`config.mk`:
```
export PLATFORM = sky130hd
export DESIGN_NAME = bounding_sphere_merge_core_flat
export DESIGN_NICKNAME = d
export VERILOG_FILES = /design/src/hw/rtl/bsm_pkg.sv /design/src/hw/rtl/bsm_if.sv /design/src/hw/rtl/bsm_unit.sv /design/src/hw/rtl/bounding_sphere_merge_core.sv /design/src/flat_wrapper.sv
export SDC_FILE = /design/constraint.sdc
export NUM_CORES = 2
export LEC_CHECK = 0
export ABC_CLOCK_PERIOD_IN_PS = 12300
export BUFFER_PORTS_ARGS = -buffer_cell sky130_fd_sc_hd__clkbuf_2
export CAP_MARGIN = 0
export CORE_ASPECT_RATIO = 1.25
export CORE_MARGIN = 2
export CORE_UTILIZATION = 36
export CTS_CLUSTER_DIAMETER = 100
export DETAILED_ROUTE_END_ITERATION = 7
export SLEW_MARGIN = 20
export SYNTH_ARGS = -nofsm -noshare
export SYNTH_HDL_FRONTEND = slang
export SYNTH_SLANG_ARGS = --single-unit
```
`constraint.sdc`:
```
create_clock -name i_clk -period 12.3 [get_ports i_clk]
set_clock_uncertainty 0.15 [all_clocks]
set_input_delay 0.615 -clock i_clk [delete_from_list [all_inputs] [get_ports i_clk]]
set_output_delay 0.615 -clock i_clk [all_outputs]
set_load 0.02 [all_outputs]
```
`src/hw/rtl/bsm_pkg.sv`:
```
// Package for the bounding sphere merge core: widths and shared types.
// No dependencies.
package bsm_pkg;
    localparam int CW = 32;               // coordinate / radius width
    localparam int DW = CW + 1;           // centre difference magnitude width
    localparam int SW = 2 * DW + 2;       // sum of squares width
    localparam int QW = DW + 1;           // sqrt result width
    localparam int PW = DW + QW + 1;      // offset product width

    typedef logic signed [CW-1:0] t_coord;
    typedef logic        [CW-1:0] t_rad;

    // Operation select for the shared unit
    typedef enum logic [2:0] {
        OP_SQRT = 3'b001,
        OP_DIV  = 3'b010,
        OP_MUL  = 3'b100
    } t_op;

    // Control between sequencer and shared unit
    typedef struct packed {
        logic start;
        t_op  op;
    } t_unit_ctl;

    typedef struct packed {
        logic done;
    } t_unit_sts;
endpackage

```
`src/hw/rtl/bsm_if.sv`:
```
// Valid/ready channel interfaces for the bounding sphere merge core.
// Depends on bsm_pkg.
interface bsm_in_if;
    logic             valid;
    logic             ready;
    bsm_pkg::t_coord  center_x;
    bsm_pkg::t_coord  center_y;
    bsm_pkg::t_coord  center_z;
    bsm_pkg::t_rad    radius;
    logic             last_sphere;
    modport source (output valid, center_x, center_y, center_z, radius, last_sphere,
                    input ready);
    modport sink   (input valid, center_x, center_y, center_z, radius, last_sphere,
                    output ready);
endinterface

interface bsm_out_if;
    logic                       valid;
    logic                       ready;
    bsm_pkg::t_coord            out_center_x;
    bsm_pkg::t_coord            out_center_y;
    bsm_pkg::t_coord            out_center_z;
    logic [bsm_pkg::CW:0]       out_radius_doubled;
    modport source (output valid, out_center_x, out_center_y, out_center_z,
                    out_radius_doubled, input ready);
    modport sink   (input valid, out_center_x, out_center_y, out_center_z,
                    out_radius_doubled, output ready);
endinterface

```
`src/hw/rtl/bsm_unit.sv`:
```
// Shared iterative arithmetic unit: restoring sqrt, restoring divide,
// shift-add multiply, one bit per cycle. Depends on bsm_pkg.
module bsm_unit (
    input  logic                     i_clk,
    input  logic                     i_rst_n,
    input  bsm_pkg::t_unit_ctl       i_ctl,
    input  logic [bsm_pkg::PW-1:0]   i_a,     // sqrt radicand / dividend / multiplicand
    input  logic [bsm_pkg::PW-1:0]   i_b,     // divisor / multiplier
    output bsm_pkg::t_unit_sts       o_sts,
    output logic [bsm_pkg::PW-1:0]   o_res
);
    localparam int PW = bsm_pkg::PW;
    localparam int CNTW = $clog2(PW + 1);

    bsm_pkg::t_op     r_op;
    logic             r_busy, r_done;
    logic [CNTW-1:0]  r_cnt;
    logic [PW-1:0]    r_a, r_b, r_acc, r_rem, r_q;

    logic [PW+1:0]    w_rem2, w_trial;
    logic [PW-1:0]    w_mulsum;

    // sqrt: two radicand bits into remainder; trial = 4q+1
    // div: one dividend bit into remainder; trial = divisor
    always_comb begin
        w_rem2   = '0;
        w_trial  = '0;
        w_mulsum = r_acc + r_a;
        unique case (r_op)
            bsm_pkg::OP_SQRT: begin
                w_rem2  = {r_rem, r_a[PW-1:PW-2]};
                w_trial = {r_q, 2'b01};
            end
            bsm_pkg::OP_DIV: begin
                w_rem2  = {1'b0, r_rem, r_a[PW-1]};
                w_trial = {2'b00, r_b};
            end
            default: begin
                w_rem2  = '0;
                w_trial = '0;
            end
        endcase
    end

    always_ff @(posedge i_clk) begin
        if (!i_rst_n) begin
            r_busy <= 1'b0;
            r_done <= 1'b0;
            r_op   <= bsm_pkg::OP_MUL;
            r_cnt  <= '0;
        end else begin
            r_done <= 1'b0;
            if (i_ctl.start) begin
                r_busy <= 1'b1;
                r_op   <= i_ctl.op;
                r_a    <= i_a;
                r_b    <= i_b;
                r_acc  <= '0;
                r_rem  <= '0;
                r_q    <= '0;
                r_cnt  <= (i_ctl.op == bsm_pkg::OP_SQRT) ? CNTW'(PW / 2) : CNTW'(PW);
            end else if (r_busy) begin
                unique case (r_op)
                    bsm_pkg::OP_SQRT: begin
                        r_a <= {r_a[PW-3:0], 2'b00};
                        if (w_rem2 >= w_trial) begin
                            r_rem <= PW'(w_rem2 - w_trial);
                            r_q   <= {r_q[PW-2:0], 1'b1};
                        end else begin
                            r_rem <= PW'(w_rem2);
                            r_q   <= {r_q[PW-2:0], 1'b0};
                        end
                    end
                    bsm_pkg::OP_DIV: begin
                        r_a <= {r_a[PW-2:0], 1'b0};
                        if (w_rem2 >= w_trial) begin
                            r_rem <= PW'(w_rem2 - w_trial);
                            r_q   <= {r_q[PW-2:0], 1'b1};
                        end else begin
                            r_rem <= PW'(w_rem2);
                            r_q   <= {r_q[PW-2:0], 1'b0};
                        end
                    end
                    default: begin
                        if (r_b[0]) r_acc <= w_mulsum;
                        r_a <= {r_a[PW-2:0], 1'b0};
                        r_b <= {1'b0, r_b[PW-1:1]};
                    end
                endcase
                r_cnt <= r_cnt - 1'b1;
                if (r_cnt == CNTW'(1)) begin
                    r_busy <= 1'b0;
                    r_done <= 1'b1;
                end
            end
        end
    end

    assign o_sts.done = r_done;
    assign o_res = (r_op == bsm_pkg::OP_MUL) ? r_acc : r_q;
endmodule

```
`src/hw/rtl/bounding_sphere_merge_core.sv`:
```
// Top level of the bounding sphere merge core: sequencer and sphere store.
// Depends on bsm_pkg, bsm_if and bsm_unit.
//
//  channel   dir  handshake     payload
//  i_sph     in   valid/ready   center_x/y/z, radius, last_sphere
//  o_res     out  valid/ready   out_center_x/y/z, out_radius_doubled
//
// A sphere that starts a run becomes the held sphere and passes through S_EMIT. A folded
// sphere runs three squares and a square root on the shared unit, which is all it needs
// when it lies inside or contains the held sphere. A merge adds per axis a multiply and
// a divide on the same shared unit, which is bit-serial (one bit per cycle).
// A last sphere then passes through S_OUT, which loads the result register once it is free.
// Synchronous active-low reset clears the store and the sequencer.
// A result waits in the output register while input goes on; the next result
// holds the sequencer until the first is taken.
module bounding_sphere_merge_core (
    input  logic             i_clk,
    input  logic             i_rst_n,
    bsm_in_if.sink           i_sph,
    bsm_out_if.source        o_res
);
    localparam int CW = bsm_pkg::CW;
    localparam int DW = bsm_pkg::DW;
    localparam int PW = bsm_pkg::PW;

    typedef enum logic [10:0] {
        S_IDLE  = 11'b00000000001,
        S_SQX   = 11'b00000000010,
        S_SQY   = 11'b00000000100,
        S_SQZ   = 11'b00000001000,
        S_SQRT  = 11'b00000010000,
        S_TEST  = 11'b00000100000,
        S_MUL   = 11'b00001000000,
        S_DIV   = 11'b00010000000,
        S_AXIS  = 11'b00100000000,
        S_EMIT  = 11'b01000000000,
        S_OUT   = 11'b10000000000
    } t_state;

    t_state r_state;
    logic   r_wait;           // shared unit running
    logic   r_have;
    logic [1:0] r_axis;
    logic signed [CW-1:0] r_ax, r_ay, r_az, r_nx, r_ny, r_nz;
    logic [CW-1:0]  r_ar, r_nr;
    logic           r_last;
    logic [PW-1:0]  r_sum, r_dist, r_t;
    logic           r_ovalid;
    logic signed [CW-1:0] r_ox, r_oy, r_oz;
    logic [CW:0]    r_ord;

    bsm_pkg::t_unit_ctl w_ctl;
    bsm_pkg::t_unit_sts w_sts;
    logic [PW-1:0]      w_a, w_b, w_res;

    // Difference per axis selected by r_axis
    logic signed [CW:0] w_d;
    logic [DW-1:0]      w_ud;
    logic signed [CW-1:0] w_ac;
    always_comb begin
        unique case (r_axis)
            2'd0:    begin w_d = {r_nx[CW-1], r_nx} - {r_ax[CW-1], r_ax}; w_ac = r_ax; end
            2'd1:    begin w_d = {r_ny[CW-1], r_ny} - {r_ay[CW-1], r_ay}; w_ac = r_ay; end
            default: begin w_d = {r_nz[CW-1], r_nz} - {r_az[CW-1], r_az}; w_ac = r_az; end
        endcase
        w_ud = w_d[CW] ? DW'(-w_d) : DW'(w_d);
    end

    bsm_unit u_unit (
        .i_clk  (i_clk),
        .i_rst_n(i_rst_n),
        .i_ctl  (w_ctl),
        .i_a    (w_a),
        .i_b    (w_b),
        .o_sts  (w_sts),
        .o_res  (w_res)
    );

    // Unit operands and start per state
    always_comb begin
        w_ctl.start = 1'b0;
        w_ctl.op    = bsm_pkg::OP_MUL;
        w_a = PW'(w_ud);
        w_b = PW'(w_ud);
        unique case (r_state)
            S_SQX, S_SQY, S_SQZ: w_ctl.start = !r_wait;
            S_SQRT: begin
                w_ctl.start = !r_wait;
                w_ctl.op    = bsm_pkg::OP_SQRT;
                w_a         = r_sum;
            end
            S_MUL: begin
                w_ctl.start = !r_wait;
                w_b         = r_t;
            end
            S_DIV: begin
                w_ctl.start = !r_wait;
                w_ctl.op    = bsm_pkg::OP_DIV;
                w_a         = r_sum;
                w_b         = {r_dist[PW-2:0], 1'b0};
            end
            default: ;
        endcase
    end

    // Tests and merge radius
    logic [PW-1:0] w_dn, w_da, w_mr;
    logic signed [CW:0] w_c;
    assign w_dn = r_dist + PW'(r_nr);
    assign w_da = r_dist + PW'(r_ar);
    assign w_mr = (w_dn + PW'(r_ar)) >> 1;
    assign w_c  = w_d[CW] ? ({w_ac[CW-1], w_ac} - (CW+1)'(w_res))
                          : ({w_ac[CW-1], w_ac} + (CW+1)'(w_res));

    assign i_sph.ready = (r_state == S_IDLE);
    assign o_res.valid = r_ovalid;
    assign o_res.out_center_x = r_ox;
    assign o_res.out_center_y = r_oy;
    assign o_res.out_center_z = r_oz;
    assign o_res.out_radius_doubled = r_ord;

    always_ff @(posedge i_clk) begin
        if (!i_rst_n) begin
            r_state  <= S_IDLE;
            r_wait   <= 1'b0;
            r_have   <= 1'b0;
            r_ovalid <= 1'b0;
            r_ax <= '0; r_ay <= '0; r_az <= '0; r_ar <= '0;
        end else begin
            if (o_res.valid && o_res.ready) r_ovalid <= 1'b0;
            if (w_ctl.start) r_wait <= 1'b1;
            if (w_sts.done)  r_wait <= 1'b0;
            unique case (r_state)
                S_IDLE: if (i_sph.valid && i_sph.ready) begin
                    r_nx <= i_sph.center_x; r_ny <= i_sph.center_y;
                    r_nz <= i_sph.center_z; r_nr <= i_sph.radius;
                    r_last <= i_sph.last_sphere;
                    r_axis <= 2'd0;
                    r_sum  <= '0;
                    if (!r_have) begin
                        r_ax <= i_sph.center_x; r_ay <= i_sph.center_y;
                        r_az <= i_sph.center_z; r_ar <= i_sph.radius;
                        r_have <= 1'b1;
                        r_state <= S_EMIT;
                    end else begin
                        r_state <= S_SQX;
                    end
                end
                S_SQX, S_SQY, S_SQZ: if (w_sts.done) begin
                    r_sum  <= r_sum + w_res;
                    r_axis <= r_axis + 2'd1;
                    r_state <= (r_state == S_SQX) ? S_SQY :
                               (r_state == S_SQY) ? S_SQZ : S_SQRT;
                end
                S_SQRT: if (w_sts.done) begin
                    r_dist <= w_res;
                    r_state <= S_TEST;
                end
                S_TEST: begin
                    r_axis <= 2'd0;
                    r_t    <= w_dn - PW'(r_ar);
                    if (w_dn <= PW'(r_ar)) begin
                        r_state <= S_EMIT;
                    end else if (w_da <= PW'(r_nr) || r_dist == '0) begin
                        r_ax <= r_nx; r_ay <= r_ny; r_az <= r_nz; r_ar <= r_nr;
                        r_state <= S_EMIT;
                    end else begin
                        r_ar <= (w_mr > PW'({CW{1'b1}})) ? {CW{1'b1}} : CW'(w_mr);
                        r_state <= S_MUL;
                    end
                end
                S_MUL: if (w_sts.done) begin
                    r_sum   <= w_res;
                    r_state <= S_DIV;
                end
                S_DIV: if (w_sts.done) r_state <= S_AXIS;
                S_AXIS: begin
                    unique case (r_axis)
                        2'd0:    r_ax <= CW'(w_c);
                        2'd1:    r_ay <= CW'(w_c);
                        default: r_az <= CW'(w_c);
                    endcase
                    r_axis  <= r_axis + 2'd1;
                    r_state <= (r_axis == 2'd2) ? S_EMIT : S_MUL;
                end
                S_EMIT: r_state <= r_last ? S_OUT : S_IDLE;
                S_OUT: if (!r_ovalid) begin
                    r_ox <= r_ax; r_oy <= r_ay; r_oz <= r_az;
                    r_ord <= {r_ar, 1'b0};
                    r_ovalid <= 1'b1;
                    r_have <= 1'b0;
                    r_ax <= '0; r_ay <= '0; r_az <= '0; r_ar <= '0;
                    r_state <= S_IDLE;
                end
                default: r_state <= S_IDLE;
            endcase
        end
    end
endmodule

```
`src/flat_wrapper.sv`:
```
// flat-port wrapper written by rule: the top's interface ports become plain ports
module bounding_sphere_merge_core_flat 
  (i_clk, i_rst_n, i_sph_valid, i_sph_center_x, i_sph_center_y, i_sph_center_z, i_sph_radius, i_sph_last_sphere, i_sph_ready, o_res_valid, o_res_out_center_x, o_res_out_center_y, o_res_out_center_z, o_res_out_radius_doubled, o_res_ready);
  bsm_in_if i_sph_i ();
  bsm_out_if o_res_i ();
  input  logic i_clk;
  input  logic i_rst_n;
  input wire logic [$bits(i_sph_i.valid)-1:0] i_sph_valid;
  input wire logic [$bits(i_sph_i.center_x)-1:0] i_sph_center_x;
  input wire logic [$bits(i_sph_i.center_y)-1:0] i_sph_center_y;
  input wire logic [$bits(i_sph_i.center_z)-1:0] i_sph_center_z;
  input wire logic [$bits(i_sph_i.radius)-1:0] i_sph_radius;
  input wire logic [$bits(i_sph_i.last_sphere)-1:0] i_sph_last_sphere;
  output wire logic [$bits(i_sph_i.ready)-1:0] i_sph_ready;
  output wire logic [$bits(o_res_i.valid)-1:0] o_res_valid;
  output wire logic [$bits(o_res_i.out_center_x)-1:0] o_res_out_center_x;
  output wire logic [$bits(o_res_i.out_center_y)-1:0] o_res_out_center_y;
  output wire logic [$bits(o_res_i.out_center_z)-1:0] o_res_out_center_z;
  output wire logic [$bits(o_res_i.out_radius_doubled)-1:0] o_res_out_radius_doubled;
  input wire logic [$bits(o_res_i.ready)-1:0] o_res_ready;
  assign i_sph_i.valid = i_sph_valid;
  assign i_sph_i.center_x = i_sph_center_x;
  assign i_sph_i.center_y = i_sph_center_y;
  assign i_sph_i.center_z = i_sph_center_z;
  assign i_sph_i.radius = i_sph_radius;
  assign i_sph_i.last_sphere = i_sph_last_sphere;
  assign i_sph_ready = i_sph_i.ready;
  assign o_res_valid = o_res_i.valid;
  assign o_res_out_center_x = o_res_i.out_center_x;
  assign o_res_out_center_y = o_res_i.out_center_y;
  assign o_res_out_center_z = o_res_i.out_center_z;
  assign o_res_out_radius_doubled = o_res_i.out_radius_doubled;
  assign o_res_i.ready = o_res_ready;
  bounding_sphere_merge_core u_core (.i_clk(i_clk), .i_rst_n(i_rst_n), .i_sph(i_sph_i), .o_res(o_res_i));
endmodule
```
# --- After elaboration in Yosys (flattened, before gate mapping) ---
# Cells that the tools add are included.
op_classes:
  add_sub_neg: 15
  n_lt_le_gt_ge: 4
  eq_ne: 31
  mux: 85
  n_bitwise: 3
  n_reduce_logical: 37
op_table:
  columns: ["cell", "count"]
  rows:
  - ["68-bit two-way mux", 19]
  - ["32-bit two-way mux", 22]
  - ["32-bit case mux with 4 select lines", 3]
  - ["70-bit case mux with 2 select lines", 2]
  - ["68-bit by 32-bit adder with 68-bit output", 3]
  - ["68-bit case mux with 3 select lines", 1]
  - ["68-bit adder", 2]
  - ["68-bit by 32-bit less-or-equal comparator with 1-bit output", 2]
  - ["68-bit case mux with 2 select lines", 1]
  - ["11-bit two-way mux", 9]
  - ["11-bit case mux with 9 select lines", 1]
  - ["32-bit by 32-bit subtractor with 33-bit output", 3]
  - ["32-bit case mux with 3 select lines", 1]
  - ["70-bit greater-or-equal comparator", 1]
  - ["68-bit logical NOT", 1]
  - ["68-bit by 32-bit subtractor with 68-bit output", 1]
  - ["68-bit subtractor", 1]
  - ["67-bit by 32-bit > comparator with 1-bit output (second input constant)", 1]
  - ["33-bit case mux with 2 select lines", 1]
  - ["32-bit case mux with 2 select lines", 1]
  - ["33-bit two-way mux", 1]
  - ["33-bit negation", 1]
  - ["32-bit adder", 1]
  - ["32-bit subtractor", 1]
  - ["46 further kinds", 95]
totals:
  regBits: 957
  inputBits: 133
  out_inout_bits: 131

# --- Logic depth before layout (Yosys ltp) ---
logic_depth:
  ltp_word: 7
  ltp_mapped: 35
  ltp_nobuf: 32

# --- By module ---
# Synthesis repeated with hierarchy kept, for this count alone.
unflattened:
  cells_unflattened: 7779
  area_unflattened_um2: 71381.0
by_module_without_submodules:
  columns: ["mod", "instances", "cells_each", "area_per_inst_um2", "seq_area_each_um2"]
  rows:
  - ["bounding_sphere_merge_core", 1, 5225, 46347.0, 16746.1]
  - ["bsm_unit", 1, 2554, 25034.0, 10450.0]

# --- Worst setup path before layout ---
# Ideal clock, no wire load.
synth_timing:
  kind: "input to register"
  from: "input port i_rst_n"
  to: "register u_core.r_ox[0], in the netlist u_core.o_res.out_center_x[0], enable pin"
  arrival_ns: 9.860
  required_ns: 11.378
  slack_ns: 1.518
  path_stages: 4
  cell_sequence: "clkinv_1 -> clkbuf_1 -> clkbuf_1 -> nor3_1"
synth_via:
  elab_chain_cells: 1
synth_rtl:
  columns: ["item", "line", "rtl"]
  rows:
  - ["start, declared", "flat_wrapper.sv:7", "input logic i_rst_n;"]
  - ["3-bit AND reduction (no source line)", null, null]
  - ["end signal, assigned", "bounding_sphere_merge_core.sv:188", "r_ox <= r_ax; r_oy <= r_ay; r_oz <= r_az;"]
  - ["end, declared", "bounding_sphere_merge_core.sv:49", "logic signed [CW-1:0] r_ox, r_oy, r_oz;"]
# No other way between the ends.
# A chain may end at the register's enable or synchronous reset.

# --- Worst setup path after layout ---
layout_timing:
  from: "register u_core.r_ny[0]"
  to: "register u_core.r_az[31]"
layout_via:
  elab_chain_cells: 5
layout_rtl:
  columns: ["item", "line", "rtl"]
  rows:
  - ["start, declared", "bounding_sphere_merge_core.sv:44", "logic signed [CW-1:0] r_ax, r_ay, r_az, r_nx, r_ny, r_nz;"]
  - ["start signal, assigned", "bounding_sphere_merge_core.sv:135", "r_nx <= i_sph.center_x; r_ny <= i_sph.center_y;"]
  - ["32-bit by 32-bit subtractor with 33-bit output", "bounding_sphere_merge_core.sv:63", "2'd1: begin w_d = {r_ny[CW-1], r_ny} - {r_ay[CW-1], r_ay}; w_ac = r_ay; end"]
  - ["33-bit case mux with 2 select lines", "bounding_sphere_merge_core.sv:61", "unique case (r_axis)"]
  - ["32-bit two-way mux", "bounding_sphere_merge_core.sv:112", "assign w_c = w_d[CW] ? ({w_ac[CW-1], w_ac} - (CW+1)'(w_res))"]
  - ["32-bit two-way mux", "bounding_sphere_merge_core.sv:178", "unique case (r_axis)"]
  - ["32-bit case mux with 4 select lines", "bounding_sphere_merge_core.sv:133", "unique case (r_state)"]
  - ["end signal, assigned", "bounding_sphere_merge_core.sv:142", "r_az <= i_sph.center_z; r_ar <= i_sph.radius;"]
  - ["end signal, assigned", "bounding_sphere_merge_core.sv:165", "r_ax <= r_nx; r_ay <= r_ny; r_az <= r_nz; r_ar <= r_nr;"]
  - ["end signal, assigned", "bounding_sphere_merge_core.sv:181", "default: r_az <= CW'(w_c);"]
  - ["end, declared", "bounding_sphere_merge_core.sv:44", null]
# No other way between the ends. The select of a mux whose other input is x is not followed.

==> impl_metrics.json <==
{
  "first_global_vias": 61700,
  "hold_path.class": "input pin to flip-flop",
  "final_nets": 8545,
  "clk_latency_ns": 0.78,
  "drt_iter0_drc": 5922,
  "syn_nets": 8322,
  "cts_root_buf": "clkbuf_16",
  "antenna_found_initial": 10,
  "firstDrtPassIters": 6,
  "end_kind": "flip-flop",
  "layout_common_cells": "edfxtp_1 (803), nor2_1 (720), nand2_1 (670)",
  "cts_setup_buffers": 0,
  "tightest_slew_ns": 1.23,
  "clkSinkCount": 957,
  "critical_path.most_common_cell": "o21ai_0",
  "switchingPower_w": 0.00646,
  "grt_start_max_net_pins": 156,
  "ys_seq_elements": 957,
  "timing.final.crit_share_pct": 80.2,
  "holdWs_ns": 0.0363,
  "syn_inst": 7675,
  "core_area_mm2": 0.194,
  "cts_buffer_depth": 3,
  "power_frac_comb_pct": 47.7,
  "avgSynthCellArea_um2": 9.16,
  "swShare_pct": 43.3,
  "dp_hpwl_um": 205000,
  "fillers": 19300,
  "die_x_um": 399,
  "core.rowCount": 181,
  "synth_ff_type": "edfxtp_1",
  "yosys_warnings": 0,
  "viasPerCell": 6.00,
  "crit_fanout": 34,
  "path_clk_slew_ns": 0.06,
  "routed-via-count": 63300,
  "portBuffers": 262,
  "post_cts_resized": 0,
  "maxSlewViolCount": 0,
  "cp_slowest_cell": "o21ai_0",
  "io_pins": 264,
  "overflow": 0,
  "seq_area_mm2": 0.0272,
  "slowest_delay_ns": 0.78,
  "wl_per_cell_um": 25.6,
  "power_frac_seq_pct": 28.8,
  "dieArea_mm2": 0.199,
  "setup_violations": 0,
  "ant_nets": 0,
  "synth_edf_count": 803,
  "start_util_pct": 36.2,
  "pwr-share-clk_pct": 23.5,
  "seq_area_frac_synth_pct": 38.7,
  "grtUsageTotal_pct": 26.2,
  "die_h_um": 498,
  "internal_power_w": 0.00845,
  "worstPathArrival_ns": 10.44,
  "finalCriticalPeriod_ns": 9.86,
  "drc": 0,
  "mostFrequentLayoutCell": "edfxtp_1",
  "rsz0062_at_grt": "no",
  "drive_gt1_share_pct": 8.89,
  "synthArstFlopShare_pct": 0,
  "maxCapViolCount": 0,
  "finalWirelength_um": 270000,
  "power_leakage_nw": 30.7,
  "hold_violations": 0,
  "status": "completed",
  "grt_pass1_wl_um": 398000,
  "cp.required_ns": 12.88,
  "setup_tns_ns": 0,
  "fmax_mhz": 101,
  "syn_area_mm2": 0.0703,
  "slew_headroom_pct": 16.5,
  "syn2layout_area_growth_pct": 13.0,
  "critical_path_class": "flip-flop to flip-flop",
  "globalplace.congestion": 0.985,
  "cts_made_buffers": 112,
  "cts_tree": "built",
  "p_per_area_mw_per_mm2": 188,
  "ys_types": 107,
  "ctsHoldBuffers": 130,
  "ir_worst_vdd_mv": 0.139,
  "multi_input_area_mm2": 0.0404,
  "startpoint_type": "flip-flop",
  "htreeDepth": 3
}
-- routing by layer --
layer	wire length, µm	share of wire (%)	global-route usage [%]
met2	134000	50	45.8
met3	16400	6.1	2.92
met4	14300	5.3	12.7
met1	106000	39	31.8
met5	13	0.0048	0
-- synth_stat cells, drive strengths merged (42+ instances only) --
library cell  instances  share of area (%)
edfxtp              803                 34
nor2                731                3.9
nand2               673                3.6
a21oi               589                4.2
ha                  503                9.0
o21ai               424                3.0
xnor2               358                4.5
inv                 347                1.9
clkbuf              310                1.7
a21o                249                2.7
nor3                166                1.2
xor2                155                1.9
dfxtp               154                4.4
a22oi               145                1.5
mux2i               141                2.0
nand3               129               0.93
and2                117                1.0
nand4               114                1.1
a211oi              109                1.2
a31oi                97               0.86
a22o                 90                1.1
and3                 86               0.77
nand2b               85               0.76
o21a                 78               0.83
a221oi               77               0.97
buf                  77               0.53
nor2b                65               0.58
o22ai                63               0.56
nor4                 61               0.66
o21bai               60               0.64
o31ai                57               0.62
or3                  52               0.46
o211ai               50               0.54
a221o                42               0.60
-- final timing paths --
| path | start | endpoint | slack (ns) | depth (start not counted) |
|---|---|---|---|---|
| min | i_sph_radius[31] | u_core.r_nr[31] | 0.04 | 1 |
| max | u_core.r_ny[0] | u_core.r_az[31] | 2.44 | 33 |
| max reg2reg | u_core.r_ny[0] | u_core.r_az[31] | 2.44 | 33 |
| min reg2reg | u_core.r_az[4] | u_core.o_res.out_center_z[4] | 0.28 | 0 |
-- flip-flops by register name, summed over array words and instances (netlist names), 68 cells and up --
| name | cells |
|---|---|
| u_core.r_dist | 68 |
| u_core.u_unit.r_q | 68 |
| u_core.r_sum | 68 |
| u_core.u_unit.r_a | 68 |
| u_core.r_t | 68 |
| u_core.u_unit.r_acc | 68 |
| u_core.u_unit.r_rem | 68 |
| u_core.u_unit.r_b | 68 |
-- cell families after synthesis --
kind of cell / Yosys count / synth area share (%)
compound gates: 2369 / 22.5
other cells: 1 / 0.00534
fa+ha+maj: 514 / 9.27
mux: 181 / 2.65
xor+xnor: 513 / 6.42
buf+inv: 737 / 4.05
simple gates: 2403 / 16.4
flops: 957 / 38.7
-- critical path, delay by kind of cell, from the launching register on --
family,cells,cell delay [ns]
AO/OA/AOI/OAI,19,6.38
AND/OR/NAND/NOR,7,1.34
XOR/XNOR,1,0.26
buffers and inverters,3,0.38
adder cells (fa/ha/maj),3,0.90
flip-flops,1,0.37
-- metrics by stage --
step / total power, W / cell area (µm²) / utilization (%) / cells / setup slack [ns]
5_1_grt: 0.0156 / 79400 / 40.9 / 10600 / 2.08
4_1_cts: 0.0148 / 79400 / 40.8 / 10600 / 2.68
3_3_place_gp: 0.0112 / 74300 / 38.2 / 10200 / 2.79
3_5_place_dp: 0.0113 / 74300 / 38.2 / 10200 / 2.71
6_report: 0.0149 / 79400 / 40.9 / 10600 / 2.44
2_1_floorplan: 0.00898 / 70300 / - / 7675 / 1.52
-- final cells by class --
cell class	count	area share, %
Timing Repair Buffer	496	4.33
Clock inverter	76	0.980
Inverter	350	1.66
Clock buffer	135	3.79
Tap cell	2562	4.04
Antenna cell	7	0.0221
Multi-Input combinational cell	5981	50.9
Sequential cell	957	34.3
-- power by group through the flow --
stage	registers, W	logic [W]	clock network [W]
2_1_floorplan	0.00422	0.00476	0
3_3_place_gp	0.00434	0.00686	0
3_5_place_dp	0.00435	0.00691	0
4_1_cts	0.00428	0.00699	0.00355
5_1_grt	0.00432	0.00765	0.00366
6_report	0.00429	0.00711	0.00351
Power figures use the tool's default switching activity.
